### config.mk
export PLATFORM = sky130hd
export DESIGN_NAME = fcull_plane
export DESIGN_NICKNAME = d
export VERILOG_FILES = /design/src/hw/rtl/fcull_pkg.sv /design/src/hw/rtl/fcull_plane.sv
export SDC_FILE = /design/constraint.sdc
export NUM_CORES = 2
export LEC_CHECK = 0
export ABC_AREA = 1
export ABC_CLOCK_PERIOD_IN_PS = 8300
export BUFFER_PORTS_ARGS = -buffer_cell sky130_fd_sc_hd__buf_2
export CAP_MARGIN = 10
export CORE_UTILIZATION = 59
export CTS_CLUSTER_SIZE = 10
export DETAILED_ROUTE_END_ITERATION = 6
export GPL_TIMING_DRIVEN = 1
export PLACE_DENSITY = 0.86
export SYNTH_ARGS = -nofsm -noshare
export SYNTH_HDL_FRONTEND = slang
export SYNTH_SLANG_ARGS = --single-unit
### constraint.sdc
create_clock -name i_clk -period 8.3 [get_ports i_clk]
set_input_delay 1.245 -clock i_clk [delete_from_list [all_inputs] [get_ports i_clk]]
set_output_delay 1.245 -clock i_clk [all_outputs]
set_load 0.05 [all_outputs]
### src/hw/rtl/fcull_pkg.sv
`default_nettype none
// ----------------------------------------------------------------------------
// fcull_pkg
// shared constants and types for the six-plane frustum culling block
// ----------------------------------------------------------------------------
package fcull_pkg;

    // planes that take part in the test, and register slots that exist
    localparam int NUM_PLANES           = 6;
    localparam int PLANE_SLOTS          = 6;
    localparam int NORMAL_FRACTION_BITS = 14;

    // apb: 64-bit registers at byte address 8*i
    localparam int DATA_W = 64;
    localparam int ADDR_W = 6;
    localparam int IDX_W  = 3;

    // datapath widths
    localparam int COORD_W = 16;
    localparam int EXT_W   = 15;
    localparam int PROD_W  = 32;  // 16 x 16 signed product
    localparam int QPROD_W = 31;  // 15-bit extent x 16-bit magnitude
    localparam int PROJ_W  = 33;  // sum of three extent products
    localparam int SUM_W   = 37;  // distance plus offset, with headroom

    // query kinds
    localparam logic OP_SPHERE = 1'b0;
    localparam logic OP_BOX    = 1'b1;

    // per-stage load enables, shared by all plane lanes
    typedef struct packed {
        logic en1;
        logic en2;
        logic en3;
    } t_pipe_ctl;

endpackage
`default_nettype wire

### src/hw/rtl/fcull_plane.sv
`default_nettype none
// ----------------------------------------------------------------------------
// fcull_plane
// one plane lane: products, distance sums, and the cull decision
// ----------------------------------------------------------------------------
module fcull_plane
    import fcull_pkg::*;
(
    input  wire logic                      i_clk,
    input  wire t_pipe_ctl                 i_ctl,
    input  wire logic [DATA_W-1:0]         i_plane,
    input  wire logic                      i_operation,
    input  wire logic signed [COORD_W-1:0] i_center_x,
    input  wire logic signed [COORD_W-1:0] i_center_y,
    input  wire logic signed [COORD_W-1:0] i_center_z,
    input  wire logic [EXT_W-1:0]          i_radius,
    input  wire logic [EXT_W-1:0]          i_half_x,
    input  wire logic [EXT_W-1:0]          i_half_y,
    input  wire logic [EXT_W-1:0]          i_half_z,
    output logic                           o_cull
);

    logic signed [COORD_W-1:0] w_nx, w_ny, w_nz, w_d;
    logic [COORD_W-1:0]        w_ax, w_ay, w_az;

    // stage 1
    logic signed [PROD_W-1:0] r_px, r_py, r_pz;
    logic [QPROD_W-1:0]       r_qx, r_qy, r_qz;
    logic signed [COORD_W-1:0] r_d1;
    logic                     r_op1;
    logic [EXT_W-1:0]         r_rad1;

    // stage 2
    logic signed [SUM_W-1:0] r_dist;
    logic [PROJ_W-1:0]       r_proj;
    logic                    r_op2;
    logic [EXT_W-1:0]        r_rad2;

    // stage 3
    logic                    r_cull;

    logic signed [SUM_W-1:0] n_dist;
    logic [PROJ_W-1:0]       n_proj;
    logic signed [SUM_W-1:0] w_add, w_tot;
    logic                    n_cull;

    assign w_nx = i_plane[15:0];
    assign w_ny = i_plane[31:16];
    assign w_nz = i_plane[47:32];
    assign w_d  = i_plane[63:48];

    // magnitude of a normal component; -32768 maps to 32768 unsigned
    assign w_ax = w_nx[COORD_W-1] ? (~w_nx + 1'b1) : w_nx;
    assign w_ay = w_ny[COORD_W-1] ? (~w_ny + 1'b1) : w_ny;
    assign w_az = w_nz[COORD_W-1] ? (~w_nz + 1'b1) : w_nz;

    always_ff @(posedge i_clk) begin
        if (i_ctl.en1) begin
            r_px   <= w_nx * i_center_x;
            r_py   <= w_ny * i_center_y;
            r_pz   <= w_nz * i_center_z;
            r_qx   <= QPROD_W'(i_half_x) * QPROD_W'(w_ax);
            r_qy   <= QPROD_W'(i_half_y) * QPROD_W'(w_ay);
            r_qz   <= QPROD_W'(i_half_z) * QPROD_W'(w_az);
            r_d1   <= w_d;
            r_op1  <= i_operation;
            r_rad1 <= i_radius;
        end
    end

    always_comb begin
        n_dist = {{(SUM_W-PROD_W){r_px[PROD_W-1]}}, r_px}
               + {{(SUM_W-PROD_W){r_py[PROD_W-1]}}, r_py}
               + {{(SUM_W-PROD_W){r_pz[PROD_W-1]}}, r_pz}
               + {{(SUM_W-COORD_W-NORMAL_FRACTION_BITS){r_d1[COORD_W-1]}}, r_d1,
                  {NORMAL_FRACTION_BITS{1'b0}}};
        n_proj = PROJ_W'(r_qx) + PROJ_W'(r_qy) + PROJ_W'(r_qz);
    end

    always_ff @(posedge i_clk) begin
        if (i_ctl.en2) begin
            r_dist <= n_dist;
            r_proj <= n_proj;
            r_op2  <= r_op1;
            r_rad2 <= r_rad1;
        end
    end

    // box: dist + proj < 0; sphere: dist + radius <= 0 (radius scaled)
    always_comb begin
        if (r_op2 == OP_BOX) begin
            w_add = {{(SUM_W-PROJ_W){1'b0}}, r_proj};
        end else begin
            w_add = {{(SUM_W-EXT_W-NORMAL_FRACTION_BITS){1'b0}}, r_rad2,
                     {NORMAL_FRACTION_BITS{1'b0}}};
        end
        w_tot = r_dist + w_add;
        if (r_op2 == OP_BOX) begin
            n_cull = w_tot[SUM_W-1];
        end else begin
            n_cull = w_tot[SUM_W-1] || (w_tot == '0);
        end
    end

    always_ff @(posedge i_clk) begin
        if (i_ctl.en3) begin
            r_cull <= n_cull;
        end
    end

    assign o_cull = r_cull;

endmodule
`default_nettype wire

# Word level (Yosys, flattened, before mapping)
# Cells that the tools add are included.
dict set report totals {
  reg_bits 308
  latch_bits 0
  ramBits 0
  mem_bits_ro 0
  input_bits 177
  wordCells 39
  mem_count 0
}
dict set report classes {
  n_addsub 9
  multipliers 6
  div_mod_pow 0
  n_lt_le_gt_ge 0
  eq_ne 0
  shifts 0
  n_mux 5
  bitwise_logic 3
  n_reduce_logical 2
}
# cell count
set ops {}
lappend ops {{multiplier 16 x 16 -> 32 bit} 3}
lappend ops {{multiplier 15 x 16 -> 31 bit} 3}
lappend ops {{adder 16 x 1 -> 16 bit (second input constant)} 3}
lappend ops {{two-way mux 16 bit} 3}
lappend ops {{NOT 16 bit} 3}
lappend ops {{adder 37 bit} 1}
lappend ops {{logical NOT 37 bit} 1}
lappend ops {{adder 34 x 30 -> 35 bit} 1}
lappend ops {{adder 33 x 32 -> 34 bit} 1}
lappend ops {{adder 32 x 31 -> 33 bit} 1}
lappend ops {{adder 32 x 32 -> 33 bit} 1}
lappend ops {{two-way mux 33 bit} 1}
lappend ops {{adder 31 x 31 -> 32 bit} 1}
lappend ops {{logical OR 1 bit} 1}
lappend ops {{two-way mux 1 bit} 1}

# Longest topological paths before layout
dict set report logic_depth {
  word_depth 5
  ltp_mapped 38
  depth_no_buf 36
}

# Worst setup path after synthesis
# No wires, ideal clock.
dict set report synth_path {
  kind {in2reg}
  startpoint {in i_plane[17]}
  endpoint {reg r_qy[19] (data pin)}
  setup_time_ns 0.258
  t_arrival_ns 7.670
  setup_slack_ns 0.372
  cell_stages 35
  path_buffers 2
  path_cell_list {buf_2 > buf_1 > inv_1 > ha_1 > inv_1 > nor3_1 > nand2_1 > nor2_1 > nand3_1 > nand2_1 > or2_2 > nand2_1 > inv_2 > nor2_1 > fa_1 > inv_1 > fa_1 > inv_1 > fa_1 > inv_1 > fa_1 > inv_1 > fa_1 > inv_1 > fa_1 > inv_1 > ha_1 > a21o_1 > o21bai_1 > a21oi_1 > inv_2 > a21oi_1 > o21ai_1 > a21oi_1 > xnor2_1}
}
dict set report synth_via {
  elab_chain_len 4
}
# item line
set synth_lines {}
lappend synth_lines {{start: declaration} fcull_plane.sv:11} ;# input wire logic [DATA_W-1:0] i_plane,
lappend synth_lines {{NOT 16 bit} fcull_plane.sv:54} ;# assign w_ay = w_ny[COORD_W-1] ? (~w_ny + 1'b1) : w_ny;
lappend synth_lines {{adder 16 x 1 -> 16 bit} fcull_plane.sv:54}
lappend synth_lines {{two-way mux 16 bit *} fcull_plane.sv:54}
lappend synth_lines {{multiplier 15 x 16 -> 31 bit *} fcull_plane.sv:63} ;# r_qy <= QPROD_W'(i_half_y) * QPROD_W'(w_ay);
lappend synth_lines {{end signal: assignment} fcull_plane.sv:63}
lappend synth_lines {{end: declaration} fcull_plane.sv:28} ;# logic [QPROD_W-1:0] r_qx, r_qy, r_qz;
# Every way passes the cells marked *; elsewhere a longest branch is shown, timed or not.
# A chain may end at the register's enable or synchronous reset.

# Final worst setup path
dict set report layout_path {
  startpoint {in i_plane[16]}
  endpoint {reg r_qy[19] (data pin)}
}
# The elaborated chain is that of the path after synthesis.

==> out/results.txt <==
initial antenna violation count -> 18
remaining global-route overflow -> 0
Wirelength per Cell -> 19.0 um
number of synthesized flops with an enable pin -> 306
WS Path Type -> in2reg
Max clock buf depth -> 3
synthesized area per cell -> 8.37 um^2
clock latency on the worst-skew pair -> 590 ps
vias in the first global route -> 59927
Initial Utilization -> 59.9%
CTS tree -> yes
CP Data Required Time -> 8620 ps
drt total wl -> 196000 um
max_cap viols -> 0
top cell type's share of synthesized area -> 39.1%
RSZ-0062 raised after global routing -> no
register clock-pin slew on the reported worst setup and hold paths -> 50 ps
Synth async-reset ratio -> 0%
# fillers -> 9911
die width -> 352 um
Worst Tran Pin Value -> 1090 ps
detailed-route DRC error count -> 0
Via density -> 5.50
CP dominant cell by count -> inv_1
CTS root buf -> clkbuf_16
Num CTS Buffers -> 38
Hold-fix buffers, CTS -> 0
die area -> 124000 um^2
PostCTS Resize Cnt -> 0
Setup TNS -> 0 ps
post-synth top area cell -> fa_1
Cell Area, Synth -> 72200 um^2
Global Route Usage Sum -> 32.7%
final setup fails -> 0
worst slew margin relative to its limit -> 27.4%
Unique masters post-synth -> 57
Die Y -> 352 um
CP max stage cell -> fa_1
Final min period -> 7730 ps
f_max -> 0.129 GHz
register bit total from synthesis -> 306
sequential-to-total area share from yosys stat -> 12.7%
first-pass GRT wire length -> 315000 um
drt pass-1 iters -> 7
cell with the most instances after synthesis -> inv_1
number of port buffers -> 177
final core occ -> 62.9%
status -> finished clean
Pins Over Slew Limit -> 0
CP Buf/Inv Count -> 11
CTS HTree Levels -> 2
# clock sinks -> 306
CP endpoint kind -> flip-flop
synthesis-to-finish area growth -> 5.04%
Max FO, Critical Path -> 4
top cells by area, synth -> fa_1, edfxtp_1, inv_1
nets -> 10894
RePlAce Congestion -> 0.995
Worst path max stage delay -> 580 ps
warnings from Yosys -> 0
share of cells above drive strength 1 -> 4.48%
worst setup margin -> 572 ps
DR iter-0 viols -> 5248
pre-CTS setup slack -> 68.8 ps
startpoint types -> primary input
via count -> 56670
largest net degree at the start of global routing -> 89
Hold Path Class -> reg2reg
antenna-violating nets left -> 0
Mapped Cells -> 8624
FP Rows -> 127
hpwl dp -> 165000 um
IO Pins -> 178
endpoints failing hold -> 0
delay-heaviest family, CP -> adder cells
crit path DAT -> 8050 ps
Layout Skew -> 37.7 ps
Final period util -> 93.1%
Post-CTS Setup Repair Bufs -> 0
most frequent cells after synthesis -> inv_1, nand2_1, fa_1, ha_1, nor2_1
Syn Nets -> 10854
ys flop type -> edfxtp_1
Core Box Area -> 121000 um^2
[per-layer routing]
| layer | up-vias | track usage, % | wire length (um) |
|---|---|---|---|
| met5 | - | 0 | 57 |
| met4 | 8 | 13.8 | 9280 |
| met3 | 540 | 6.78 | 20000 |
| met2 | 2761 | 52.0 | 89600 |
| met1 | 27892 | 43.7 | 76700 |
| li1 | 25469 | - | - |
[placed cells by master (no fill, tap or decap), drive strengths merged, types with 24 or more instances in the layout]
cell type	n
a21o	24
a21oi	278
a31oi	26
buf	250
clkbuf	41
clkinv	27
edfxtp	306
fa	1411
ha	642
inv	2345
nand2	1848
nand3	140
nand4	44
nor2	640
nor3	55
o21ai	171
xnor2	107
xor2	161
[layout make-up]
cell class,instances,area (um^2),share of cell area (%)
inverters,2364,8880,11.7
repair buffers,250,1450,1.91
multi-input cells,5704,53200,70.1
flip-flops and latches,306,9190,12.1
clock buffers,41,962,1.27
clock inverters,10,139,0.183
well taps,1612,2020,2.66
diodes,14,35.0,0.0462
[per-stage QoR]
stage | hold slack (ps) | instances | instance area (um^2)
after floorplan | 400 | 8624 | 72200
after global placement | 406 | 10236 | 74700
after detailed placement | 405 | 10236 | 74700
after CTS | 400 | 10287 | 75800
after global routing | 420 | 10298 | 75800
final | 405 | 10301 | 75900
[path summary, 6_finish.rpt]
check	startpoint	end	slack (ps)	depth (start not counted)
setup / recovery	i_plane[16]	r_qy[19]$_DFFE_PP_	570	34
hold / removal	r_rad1[8]$_DFFE_PP_	r_rad2[8]$_DFFE_PP_	400	0
setup reg to reg	r_op2$_DFFE_PP_	o_cull$_DFFE_PP_	4260	21
hold reg to reg	r_rad1[8]$_DFFE_PP_	r_rad2[8]$_DFFE_PP_	400	0
[sequential cells by signal, summed over array words and instances (netlist names), 15 cells and up]
name    flops
r_py       32
r_rad2     15
r_proj     33
r_pz       32
r_px       32
r_dist     35
r_d1       16
r_qz       31
r_qx       31
r_rad1     15
r_qy       31
[worst reg2reg max path, stage by stage (launching register included)]
cell and delay, ps:
edfxtp_1 310, buf_4 410, nand2_1 110, inv_1 70, ha_1 260, inv_1 100
fa_1 450, inv_1 230, nand3_1 100, nand2_1 310, nand2_1 90, nand2_1 210
nand2_1 80, nand2_1 130, nand2_1 110, nand2_1 80, nand2_1 50, nand2_1 80
nand3_1 130, nor2_1 110, nand4_1 90, o21bai_1 300
[cell families after synthesis]
family / synth area share, %
AO/OA/AOI/OAI: 4.58
XOR/XNOR: 3.26
adder cells (fa/ha/maj): 50.2
AND/OR/NAND/NOR: 15.3
flip-flops: 12.7
multiplexers: 0.234
buffers and inverters: 13.6
Power is not shown: default switching activity piles up to over one toggle a cycle in this logic, so the estimate is an artifact.
